<file path="src/rtl/usc_pkg.sv">
// Shared types, constants and calendar helpers for the seconds-to-calendar block.
`default_nettype none
package usc_pkg;

   localparam int unsigned SecWidth    = 32;
   localparam int unsigned ProdWidth   = 2 * SecWidth;
   localparam int unsigned RemWidth    = 6;
   localparam int unsigned DaysWidth   = 16;
   localparam int unsigned YearLenW    = 9;
   localparam int unsigned MonthLenW   = 5;

   // Quotient position in the reciprocal product for each divisor.
   localparam int unsigned QuoLsb60    = 37;
   localparam int unsigned QuoLsb24    = 36;
   localparam int unsigned QuoLsb7     = 19;

   localparam logic [SecWidth-1:0]  RecipBy60    = 32'h8888_8889;
   localparam logic [SecWidth-1:0]  RecipBy24    = 32'hAAAA_AAAB;
   localparam logic [SecWidth-1:0]  RecipBy7     = 32'd74899;
   localparam logic [1:0]           EpochMod4    = 2'd2;
   localparam logic [6:0]           EpochMod100  = 7'd70;
   localparam logic [8:0]           EpochMod400  = 9'd370;
   localparam logic [2:0]           EpochWdShift = 3'd4;
   localparam logic [7:0]           YearLimit    = 8'd255;
   localparam logic [3:0]           LastMonth    = 4'd11;
   localparam logic [YearLenW-1:0]  LeapYearLen  = 9'd366;
   localparam logic [YearLenW-1:0]  PlainYearLen = 9'd365;

   typedef enum logic [1:0] {
      PH_SEC,
      PH_MIN,
      PH_HOUR,
      PH_WDAY
   } phase_type;

   typedef enum logic [2:0] {
      ST_IDLE,
      ST_DIV,
      ST_FINISH,
      ST_YEAR,
      ST_MONTH,
      ST_EMIT
   } state_type;

   typedef struct packed {
      logic      load;
      logic      div_step;
      logic      finish;
      phase_type phase;
      logic      year_step;
      logic      month_step;
      logic      emit;
   } cmd_type;

   typedef struct packed {
      logic year_fits;
      logic month_fits;
   } status_type;

   function automatic logic [RemWidth-1:0] divisor_of(input phase_type ph);
      logic [RemWidth-1:0] d;
      unique case (ph)
         PH_SEC:  d = 6'd60;
         PH_MIN:  d = 6'd60;
         PH_HOUR: d = 6'd24;
         PH_WDAY: d = 6'd7;
         default: d = 6'd60;
      endcase
      return d;
   endfunction

   function automatic logic [SecWidth-1:0] recip_of(input phase_type ph);
      logic [SecWidth-1:0] m;
      unique case (ph)
         PH_SEC:  m = RecipBy60;
         PH_MIN:  m = RecipBy60;
         PH_HOUR: m = RecipBy24;
         PH_WDAY: m = RecipBy7;
         default: m = RecipBy60;
      endcase
      return m;
   endfunction

   // Month index is zero based; February depends on the leap flag.
   function automatic logic [MonthLenW-1:0] month_len(input logic [3:0] m, input logic leap);
      logic [MonthLenW-1:0] len;
      unique case (m)
         4'd0:    len = 5'd31;
         4'd1:    len = leap ? 5'd29 : 5'd28;
         4'd2:    len = 5'd31;
         4'd3:    len = 5'd30;
         4'd4:    len = 5'd31;
         4'd5:    len = 5'd30;
         4'd6:    len = 5'd31;
         4'd7:    len = 5'd31;
         4'd8:    len = 5'd30;
         4'd9:    len = 5'd31;
         4'd10:   len = 5'd30;
         4'd11:   len = 5'd31;
         default: len = 5'd31;
      endcase
      return len;
   endfunction

endpackage
`default_nettype wire

</file>
<file path="src/rtl/usc_dpath.sv">
// Datapath: reciprocal-multiply constant divider, year and month walkers, result register.
`default_nettype none
module usc_dpath
   import usc_pkg::*;
(
   input  wire logic                 clock,
   input  wire logic [SecWidth-1:0]  req_seconds_since_epoch,
   input  wire cmd_type              cmd,
   output status_type                status,
   output logic [5:0]                rsp_second_of_minute,
   output logic [5:0]                rsp_minute_of_hour,
   output logic [4:0]                rsp_hour_of_day,
   output logic [2:0]                rsp_weekday,
   output logic [7:0]                rsp_year_offset,
   output logic [3:0]                rsp_month_number,
   output logic [4:0]                rsp_day_of_month
);

   logic [SecWidth-1:0]  dvd_ff, dvd_in;
   logic [SecWidth-1:0]  quo_ff, quo_in;
   logic [5:0]           sec_ff, min_ff;
   logic [4:0]           hour_ff;
   logic [2:0]           wday_ff;
   logic [DaysWidth-1:0] days_ff, days_in;
   logic [7:0]           year_ff, year_in;
   logic [1:0]           mod4_ff, mod4_in;
   logic [6:0]           mod100_ff, mod100_in;
   logic [8:0]           mod400_ff, mod400_in;
   logic [3:0]           month_ff, month_in;

   logic [5:0]           out_sec_ff, out_min_ff;
   logic [4:0]           out_hour_ff;
   logic [2:0]           out_wday_ff;
   logic [7:0]           out_year_ff;
   logic [3:0]           out_month_ff;
   logic [4:0]           out_day_ff;

   logic [ProdWidth-1:0] prod;
   logic [SecWidth-1:0]  quo_sel;
   logic [RemWidth-1:0]  rem;
   logic                 leap;
   logic [YearLenW-1:0]  year_len;
   logic [MonthLenW-1:0] mon_len;
   logic [DaysWidth:0]   wd_base;

   // Top bits of dividend times reciprocal give the exact quotient over each phase's range.
   assign prod = ProdWidth'(dvd_ff) * ProdWidth'(recip_of(cmd.phase));

   always_comb begin
      unique case (cmd.phase) inside
         PH_SEC, PH_MIN: quo_sel = SecWidth'(prod[ProdWidth-1:QuoLsb60]);
         PH_HOUR:        quo_sel = SecWidth'(prod[ProdWidth-1:QuoLsb24]);
         PH_WDAY:        quo_sel = prod[QuoLsb7+SecWidth-1:QuoLsb7];
         default:        quo_sel = SecWidth'(prod[ProdWidth-1:QuoLsb60]);
      endcase
   end

   // Remainder is below 64, so the low bits of dividend minus quotient times divisor suffice.
   assign rem = dvd_ff[RemWidth-1:0]
                - RemWidth'(quo_ff[RemWidth-1:0] * divisor_of(cmd.phase));

   assign leap     = ((mod4_ff == 2'd0) && (mod100_ff != 7'd0)) || (mod400_ff == 9'd0);
   assign year_len = leap ? LeapYearLen : PlainYearLen;
   assign mon_len  = month_len(month_ff, leap);
   assign wd_base  = {1'b0, quo_ff[DaysWidth-1:0]} + {{(DaysWidth-2){1'b0}}, EpochWdShift};

   always_comb begin
      status            = '0;
      status.year_fits  = (days_ff >= {{(DaysWidth-YearLenW){1'b0}}, year_len})
                          && (year_ff != YearLimit);
      status.month_fits = (month_ff != LastMonth)
                          && (days_ff >= {{(DaysWidth-MonthLenW){1'b0}}, mon_len});
   end

   always_comb begin
      dvd_in    = dvd_ff;
      quo_in    = quo_ff;
      days_in   = days_ff;
      year_in   = year_ff;
      mod4_in   = mod4_ff;
      mod100_in = mod100_ff;
      mod400_in = mod400_ff;
      month_in  = month_ff;
      if (cmd.load) begin
         dvd_in    = req_seconds_since_epoch;
         year_in   = '0;
         mod4_in   = EpochMod4;
         mod100_in = EpochMod100;
         mod400_in = EpochMod400;
         month_in  = '0;
      end else if (cmd.div_step) begin
         quo_in = quo_sel;
      end else if (cmd.finish) begin
         dvd_in = quo_ff;
         if (cmd.phase == PH_HOUR) begin
            // Quotient is whole days; divide days plus epoch weekday offset next.
            days_in = quo_ff[DaysWidth-1:0];
            dvd_in  = {{(SecWidth-DaysWidth-1){1'b0}}, wd_base};
         end
      end else if (cmd.year_step) begin
         days_in   = days_ff - {{(DaysWidth-YearLenW){1'b0}}, year_len};
         year_in   = year_ff + 8'd1;
         mod4_in   = mod4_ff + 2'd1;
         mod100_in = (mod100_ff == 7'd99) ? 7'd0 : mod100_ff + 7'd1;
         mod400_in = (mod400_ff == 9'd399) ? 9'd0 : mod400_ff + 9'd1;
      end else if (cmd.month_step) begin
         days_in  = days_ff - {{(DaysWidth-MonthLenW){1'b0}}, mon_len};
         month_in = month_ff + 4'd1;
      end
   end

   always_ff @(posedge clock) begin
      dvd_ff    <= dvd_in;
      quo_ff    <= quo_in;
      days_ff   <= days_in;
      year_ff   <= year_in;
      mod4_ff   <= mod4_in;
      mod100_ff <= mod100_in;
      mod400_ff <= mod400_in;
      month_ff  <= month_in;
      if (cmd.finish) begin
         unique case (cmd.phase)
            PH_SEC:  sec_ff  <= rem;
            PH_MIN:  min_ff  <= rem;
            PH_HOUR: hour_ff <= rem[4:0];
            PH_WDAY: wday_ff <= rem[2:0] + 3'd1;
            default: sec_ff  <= rem;
         endcase
      end
      if (cmd.emit) begin
         out_sec_ff   <= sec_ff;
         out_min_ff   <= min_ff;
         out_hour_ff  <= hour_ff;
         out_wday_ff  <= wday_ff;
         out_year_ff  <= year_ff;
         out_month_ff <= month_ff + 4'd1;
         out_day_ff   <= days_ff[4:0] + 5'd1;
      end
   end

   assign rsp_second_of_minute = out_sec_ff;
   assign rsp_minute_of_hour   = out_min_ff;
   assign rsp_hour_of_day      = out_hour_ff;
   assign rsp_weekday          = out_wday_ff;
   assign rsp_year_offset      = out_year_ff;
   assign rsp_month_number     = out_month_ff;
   assign rsp_day_of_month     = out_day_ff;

endmodule
`default_nettype wire

</file>
<file path="src/rtl/usc_ctrl.sv">
// Controller: sequences divider phases, year walk, month walk and the result beat.
`default_nettype none
module usc_ctrl
   import usc_pkg::*;
(
   input  wire logic       clock,
   input  wire logic       reset,
   input  wire logic       req_valid,
   output logic            req_ready,
   output logic            rsp_valid,
   input  wire logic       rsp_ready,
   input  wire status_type status,
   output cmd_type         cmd
);

   state_type             state_ff, state_in;
   phase_type             phase_ff, phase_in;
   logic                  valid_ff, valid_in;
   logic                  out_free;

   assign out_free  = !valid_ff || rsp_ready;
   assign req_ready = (state_ff == ST_IDLE);
   assign rsp_valid = valid_ff;

   always_ff @(posedge clock) begin
      if (reset) begin
         state_ff <= ST_IDLE;
         phase_ff <= PH_SEC;
         valid_ff <= 1'b0;
      end else begin
         state_ff <= state_in;
         phase_ff <= phase_in;
         valid_ff <= valid_in;
      end
   end

   always_comb begin
      state_in = state_ff;
      phase_in = phase_ff;
      valid_in = valid_ff;
      cmd      = '0;
      cmd.phase = phase_ff;
      if (valid_ff && rsp_ready) begin
         valid_in = 1'b0;
      end
      unique case (state_ff)
         ST_IDLE: begin
            if (req_valid) begin
               cmd.load = 1'b1;
               phase_in = PH_SEC;
               state_in = ST_DIV;
            end
         end
         ST_DIV: begin
            cmd.div_step = 1'b1;
            state_in     = ST_FINISH;
         end
         ST_FINISH: begin
            cmd.finish = 1'b1;
            unique case (phase_ff)
               PH_SEC: begin
                  phase_in = PH_MIN;
                  state_in = ST_DIV;
               end
               PH_MIN: begin
                  phase_in = PH_HOUR;
                  state_in = ST_DIV;
               end
               PH_HOUR: begin
                  phase_in = PH_WDAY;
                  state_in = ST_DIV;
               end
               default: begin
                  state_in = ST_YEAR;
               end
            endcase
         end
         ST_YEAR: begin
            if (status.year_fits) begin
               cmd.year_step = 1'b1;
            end else begin
               state_in = ST_MONTH;
            end
         end
         ST_MONTH: begin
            if (status.month_fits) begin
               cmd.month_step = 1'b1;
            end else begin
               state_in = ST_EMIT;
            end
         end
         ST_EMIT: begin
            // Hold until the result register is free, then load it.
            if (out_free) begin
               cmd.emit = 1'b1;
               valid_in = 1'b1;
               state_in = ST_IDLE;
            end
         end
         default: begin
            state_in = ST_IDLE;
         end
      endcase
   end

endmodule
`default_nettype wire

</file>
<file path="src/rtl/unix_seconds_to_calendar.sv">
// Sequence from input beat to result valid: four constant divisions (60, 60, 24, 7), each
// a divide step and a finish step, then a walk over whole years from 1970 and a walk over
// whole months, each ending when the next does not fit, then the result register is loaded.
// Throughput: one item at a time; the next input beat is taken the cycle after the result
// is loaded, and the load waits while an earlier result has not been taken.
// Synchronous reset clears the controller and the result valid flag.
`default_nettype none
module unix_seconds_to_calendar
   import usc_pkg::*;
(
   input  wire logic                clock,
   input  wire logic                reset,
   input  wire logic                req_valid,
   output logic                     req_ready,
   input  wire logic [SecWidth-1:0] req_seconds_since_epoch,
   output logic                     rsp_valid,
   input  wire logic                rsp_ready,
   output logic [5:0]               rsp_second_of_minute,
   output logic [5:0]               rsp_minute_of_hour,
   output logic [4:0]               rsp_hour_of_day,
   output logic [2:0]               rsp_weekday,
   output logic [7:0]               rsp_year_offset,
   output logic [3:0]               rsp_month_number,
   output logic [4:0]               rsp_day_of_month
);

   cmd_type    cmd;
   status_type status;

   usc_ctrl u_ctrl (
      .clock     (clock),
      .reset     (reset),
      .req_valid (req_valid),
      .req_ready (req_ready),
      .rsp_valid (rsp_valid),
      .rsp_ready (rsp_ready),
      .status    (status),
      .cmd       (cmd)
   );

   usc_dpath u_dpath (
      .clock                   (clock),
      .req_seconds_since_epoch (req_seconds_since_epoch),
      .cmd                     (cmd),
      .status                  (status),
      .rsp_second_of_minute    (rsp_second_of_minute),
      .rsp_minute_of_hour      (rsp_minute_of_hour),
      .rsp_hour_of_day         (rsp_hour_of_day),
      .rsp_weekday             (rsp_weekday),
      .rsp_year_offset         (rsp_year_offset),
      .rsp_month_number        (rsp_month_number),
      .rsp_day_of_month        (rsp_day_of_month)
   );

endmodule
`default_nettype wire
</file>
<file path="config.mk">
export PLATFORM = sky130hd
export DESIGN_NAME = unix_seconds_to_calendar
export DESIGN_NICKNAME = d
export VERILOG_FILES = /design/src/rtl/usc_pkg.sv /design/src/rtl/usc_dpath.sv /design/src/rtl/usc_ctrl.sv /design/src/rtl/unix_seconds_to_calendar.sv
export SDC_FILE = /design/constraint.sdc
export NUM_CORES = 2
export LEC_CHECK = 0
export BUFFER_PORTS_ARGS = -buffer_cell sky130_fd_sc_hd__buf_2
export CELL_PAD_IN_SITES_DETAIL_PLACEMENT = 0
export CELL_PAD_IN_SITES_GLOBAL_PLACEMENT = 1
export CORE_ASPECT_RATIO = 0.9
export CORE_UTILIZATION = 26
export CTS_CLUSTER_SIZE = 12
export DETAILED_ROUTE_END_ITERATION = 16
export PLACE_DENSITY = 0.57
export REMOVE_ABC_BUFFERS = 1
export SLEW_MARGIN = 20
export SYNTH_ARGS = -nofsm -noshare
export SYNTH_HDL_FRONTEND = slang
export SYNTH_SLANG_ARGS = --single-unit
</file>
<file path="constraint.sdc">
create_clock -name clock -period 10.6 [get_ports clock]
set_input_delay 1.59 -clock clock [delete_from_list [all_inputs] [get_ports clock]]
set_output_delay 1.59 -clock clock [all_outputs]
set_load 0.02 [all_outputs]
</file>
Yosys cells after proc, flatten, opt, wreduce, memory -nomap -nowiden --
Cells that the tools add are included.
Operators by class: $add $sub $neg 11, bitwise gates (word level) 4, reductions and logical operators 29, eq/ne operators 24, order comparisons 2, shift-type cells 0, divide/modulo/power cells 0, mux-type cells 38, multipliers 2
Operators with widths (count):
- $mux W32 | 4
- $pmux W32 S3 | 1
- $mul A32 B32 Y64 | 1
- $mux W16 | 4
- $pmux W32 S2 | 1
- $pmux W3 S6 | 1
- $pmux W6 S3 | 1
- $add A16 B3 Y17 const B | 1
- $ge A16 B5 Y1 | 1
- $ge A16 B9 Y1 | 1
- $sub A16 B5 Y16 | 1
- $sub A16 B9 Y16 | 1
- $mux W1 | 14
- $mux W3 | 4
- $reduce_and A2 Y1 | 6
- $reduce_and A4 Y1 | 3
- $pmux W5 S2 | 1
- $add A9 B1 Y9 const B | 1
- $eq A9 B9 Y1 const B | 1
- $logic_not A9 Y1 | 1
- $mux W9 | 1
- $add A8 B1 Y8 const B | 1
- $eq A4 B4 Y1 const B | 2
- $ne A8 B8 Y1 const B | 1
- other kinds (37) | 56
Storage, ports and cells: latch bits 0, output and inout port bits 39, input port bits 36, word-level logic and storage cells 132, ROM bits 0, memory bits (writable) 0, bits in registers 173, memories 0

Depth between registers and ports, before layout --
depth after elaboration 12, gate-level depth with buffers 34, gate-level depth less buffers 31

Cells and area by module --
A second synthesis with hierarchy kept.
Unflattened totals: cells, all modules 3156, area total of the unflattened synthesis 30887.1 sq um
By module, submodules not included:
- usc_dpath | sequential area each 4714.5 sq um, times used 1, cells an instance 3107, area an instance 30429.2 sq um
- usc_ctrl | sequential area each 120.1 sq um, times used 1, cells an instance 49, area an instance 457.9 sq um

Least setup slack after synthesis --
Ideal clock, no wire load.
kind reg-to-reg, from register u_ctrl.phase_ff[0], to register u_dpath.quo_ff[21], data pin, cell stages (with the launch flop) 30, buffers on the path 2, arrival time 7.690 ns, period minus slack after synthesis 7.951 ns, setup slack 2.649 ns, data required time 10.339 ns, library setup time 0.261 ns, cell sequence dfxtp_1 inv_1 ha_1 clkbuf_1 nor2_1 clkbuf_1 nor2b_1 ha_1 fa_1 fa_1 inv_1 fa_1 inv_1 fa_1 fa_1 fa_1 inv_1 fa_1 inv_1 ha_1 and2_1 and3_1 a221oi_1 nand3_1 o21ai_1 a21oi_2 a21oi_1 o21bai_1 xor2_1 a221o_1
On the way: word-level cells in the longest chain between the ends 5, elaborated cells between the ends (all ways) 8, classes of those cells mul: 1; eq/ne: 3; mux: 2; reduce/logical: 2
Ends and longest elaborated chain:
- from (decl) | RTL line usc_ctrl.sv:17 | phase_type phase_ff, phase_in;
- from (signal assigned) | RTL line usc_ctrl.sv:32 | phase_ff <= phase_in;
- $eq A2 B1 Y1 (no source line) / $logic_not A2 Y1 (equally long branches)
- $reduce_or A2 Y1 (no source line)
- $pmux W32 S3 | RTL line usc_pkg.sv:74 | unique case (ph)
- $mul A32 B32 Y64 | RTL line usc_dpath.sv:47 | assign prod = ProdWidth'(dvd_ff) * ProdWidth'(recip_of(cmd.phase));
- $pmux W32 S2 * | RTL line usc_dpath.sv:50 | unique case (cmd.phase) inside
- named net u_dpath.quo_sel[21] | RTL line usc_dpath.sv:39 | logic [SecWidth-1:0] quo_sel;
- to (signal assigned) | RTL line usc_dpath.sv:114 | quo_ff <= quo_in;
- to (decl) | RTL line usc_dpath.sv:20 | logic [SecWidth-1:0] quo_ff, quo_in;
Mark *: on every way through the listed nets, which the timed path passes. The rest lies on a longest branch. The select of a mux whose other input is x is not followed. A chain may end at the register's enable or synchronous reset.

Final worst setup path --
from register u_ctrl.phase_ff[1], to register u_dpath.quo_ff[26], data pin
The elaborated chain is that of the path after synthesis.

==> results by group <==
Run status
  – Status: finished clean

STA
  – Fin worst setup slack: roughly 1.1 ns
  – Slew headroom: between 30% and 40%
  – Final hold vios: 0
  – Setup TNS: 0 ns
  – Tcrit/Tclk final: between 80% and 90%
  – Worst Skew: ~0.016 ns
  – Worst-Margin Slew: just over 1 ns
  – Max-slew violations: 0
  – RSZ-0062 raised after global routing: no
  – Highest clock rate: about 110 MHz
  – Setup violators final: 0
  – Final min period: between 9 and 10 ns

GRT
  – Initial antenna violation count: 2
  – Largest net degree at the start of global routing: 74
  – GRT overflow: 0
  – First-pass GRT wire length: 160000 µm
  – Gr usage total: 18.2%
  – Number of global-route vias before repair: roughly 23000

Synth
  – Largest family of logic cells by synthesized area: adder cells
  – Register area share after synthesis: 15.6%
  – Async SR Flop Fraction: 0%
  – Post-synthesis compound-gate area fraction: between 8 and 9%
  – Post-synth top area cell: fa_1
  – Ys flop type: edfxtp_1
  – Mapped cell area: 31100 µm²
  – Post-synth EDFFs: between 100 and 150
  – Yosys reg bits: ~170
  – Post-Synth Simple-Gate Area: 9.28%
  – Xor-xnor portion of the synthesized cell area: 4.37%
  – Top post-synthesis cells by area: fa_1 33%, ha_1 19%, edfxtp_1 13%
  – Adder-cell share of the synthesized area: 51.6%
  – Mapped Cells: 3176
  – Avg Inst Size Synth: just under 10 µm²
  – Synth warn: 0
  – Mux cell area share after synthesis: less than 1%
  – Share of the synthesized area in the top cell type: roughly a third
  – Synth cell types: 82

Floorplan
  – Starting Density: 26.4%
  – Row count: ~120
  – Chip height: roughly 330 µm
  – Io pins: 75
  – Horiz. Die Dim: 366 µm
  – CORE AREA: ~120000 µm²
  – Die area: around 120000 µm²

Detailed routing
  – DR iter-0 viols: approximately 1800
  – Via Count: approximately 22000
  – WL final: between 100000 and 150000 µm
  – Initial DRT Pass Iterations: 5
  – Via density: between 4 and 5
  – WL per Instance: 22.8 µm
  – Drc violations: 0
  – ANT nets after route: 0

Setup path
  – Crit-path max cell delay: just under 0.8 ns
  – Critical path class: reg2reg
  – Critical path capture point type: flop
  – Crit path max fanout: 37
  – Max stage delay cell, worst path: a2111oi_0
  – Crit path buf inv count: 9
  – Most common cell on crit path: inv_1
  – Critical Path Start Type: flop
  – Critical Path RT: around 11 ns
  – Crit path DAT: 9.68 ns
  – Worst path top cell family by delay: adder cells

Placement
  – RePlAce Congestion: around 1.0
  – Pre-CTS setup slack: 1.02 ns
  – Number of port buffers: 74
  – Final HPWL DP: around 96000 µm

Clock tree
  – Clock Latency Late Sink: ~0.44 ns
  – CTS Buffer Depth: 2
  – Buffer count from post-CTS setup fixing: 0
  – Num CTS Buffers: 17
  – H-Tree Depth: 4
  – Reg clk slew, reported paths: ~0.070 ns
  – Clock sinks: 173
  – Post_cts resized: 0
  – CTS tree: yes
  – CTS Hold Buffers Added: 0
  – Root Driver: clkbuf_16

Run
  – Max Cap Violations: 0

Hold path
  – Hold Crit Class: reg2reg

Cells and area
  – Area of the multi-input gates: approximately 23000 µm²
  – N_diodes: 0
  – Synth-to-Final Area Change: 8.98%
  – Share of cells above drive strength 1: under 10%
  – Nets: 4220
  – Register area: between 4000 and 5000 µm²
  – Fillers: about 12000
## cells by family after synthesis
family / count (synthesis)
simple gates: 590
mux: 2
compound gates: 403
xor+xnor: 155
buf+inv: 876
fa+ha+maj: 977
flops: 173
## through the flow
stage	area [µm²]	std cells	utilization [%]	hold slack (ns)
global route	33900	4792	28.8	0.422
finish	33900	4792	28.8	0.413
global placement	33300	4761	28.3	0.401
detailed placement	33300	4761	28.3	0.405
CTS	33900	4792	28.8	0.412
floorplan	30700	3087	-	0.400
## routing by layer
| layer | vias to the layer above | global-route usage [%] | wire length [µm] |
|---|---|---|---|
| met4 | 2 | 2.89 | 1710 |
| met3 | 87 | 3.13 | 7840 |
| met2 | 763 | 27.3 | 45800 |
| li1 | 10162 | - | - |
| met5 | - | 0 | 13 |
| met1 | 11059 | 27.3 | 53800 |
## cell usage in the layout, fill, tap and decap left out, types with 5 or more instances in the layout
master / count
a211oi_1: 6
a21o_1: 50
a21oi_1: 118
a221o_1: 9
a22o_1: 6
a22oi_1: 15
a31o_2: 5
a31oi_1: 17
and2_1: 64
and3_1: 31
and4_1: 5
buf_2: 74
buf_4: 27
clkbuf_16: 17
dfxtp_1: 36
edfxtp_1: 137
fa_1: 508
ha_1: 468
inv_1: 786
nand2_1: 192
nand2b_1: 31
nand3_1: 32
nand4_1: 28
nor2_1: 119
nor2b_1: 27
nor3_1: 22
nor4_1: 8
o211ai_1: 11
o21ai_0: 78
o21ai_1: 10
o21bai_1: 19
o22ai_1: 9
or3_1: 7
xnor2_1: 88
xor2_1: 67
## cell type report
cell class | count | area share [%]
Multi-Input combinational cell | 2127 | 67.8
Sequential cell | 173 | 14.3
Inverter | 787 | 8.72
Tap cell | 1573 | 5.81
Timing Repair Buffer | 101 | 1.69
Clock buffer | 17 | 1.26
Clock inverter | 14 | 0.469
## worst paths after layout
kind / cells after the start / endpoint / startpoint / slack, ns
worst max-delay path: 30 / u_dpath.quo_ff[26] / u_ctrl.phase_ff[1] / 1.11
worst min-delay path: 0 / u_dpath.rsp_hour_of_day[1] / u_dpath.hour_ff[1] / 0.41
worst max register to register: 30 / u_dpath.quo_ff[26] / u_ctrl.phase_ff[1] / 1.11
worst min register to register: 0 / u_dpath.rsp_hour_of_day[1] / u_dpath.hour_ff[1] / 0.41
## state kept, by name, summed over array words and instances, names as in the netlist, 7 cells and up
| name | count |
|---|---|
| u_dpath.year_ff | 8 |
| u_dpath.days_ff | 16 |
| u_dpath.mod400_ff | 9 |
| u_dpath.dvd_ff | 32 |
| u_dpath.mod100_ff | 7 |
| u_dpath.rsp_year_offset | 8 |
| u_dpath.quo_ff | 32 |
## synth_stat cells, types with 32 or more instances
cell / n
xor2_1: 67
nand2_1: 193
and2_1: 65
a21o_1: 50
edfxtp_1: 137
xnor2_1: 88
ha_1: 469
fa_1: 508
dfxtp_1: 36
o21ai_0: 78
clkbuf_1: 71
nand3_1: 32
inv_1: 786
a21oi_1: 118
nor2_1: 122
Power is left out: the tool's default activity adds up to more than one toggle a clock period on the data nets, which glitch-free logic cannot reach.
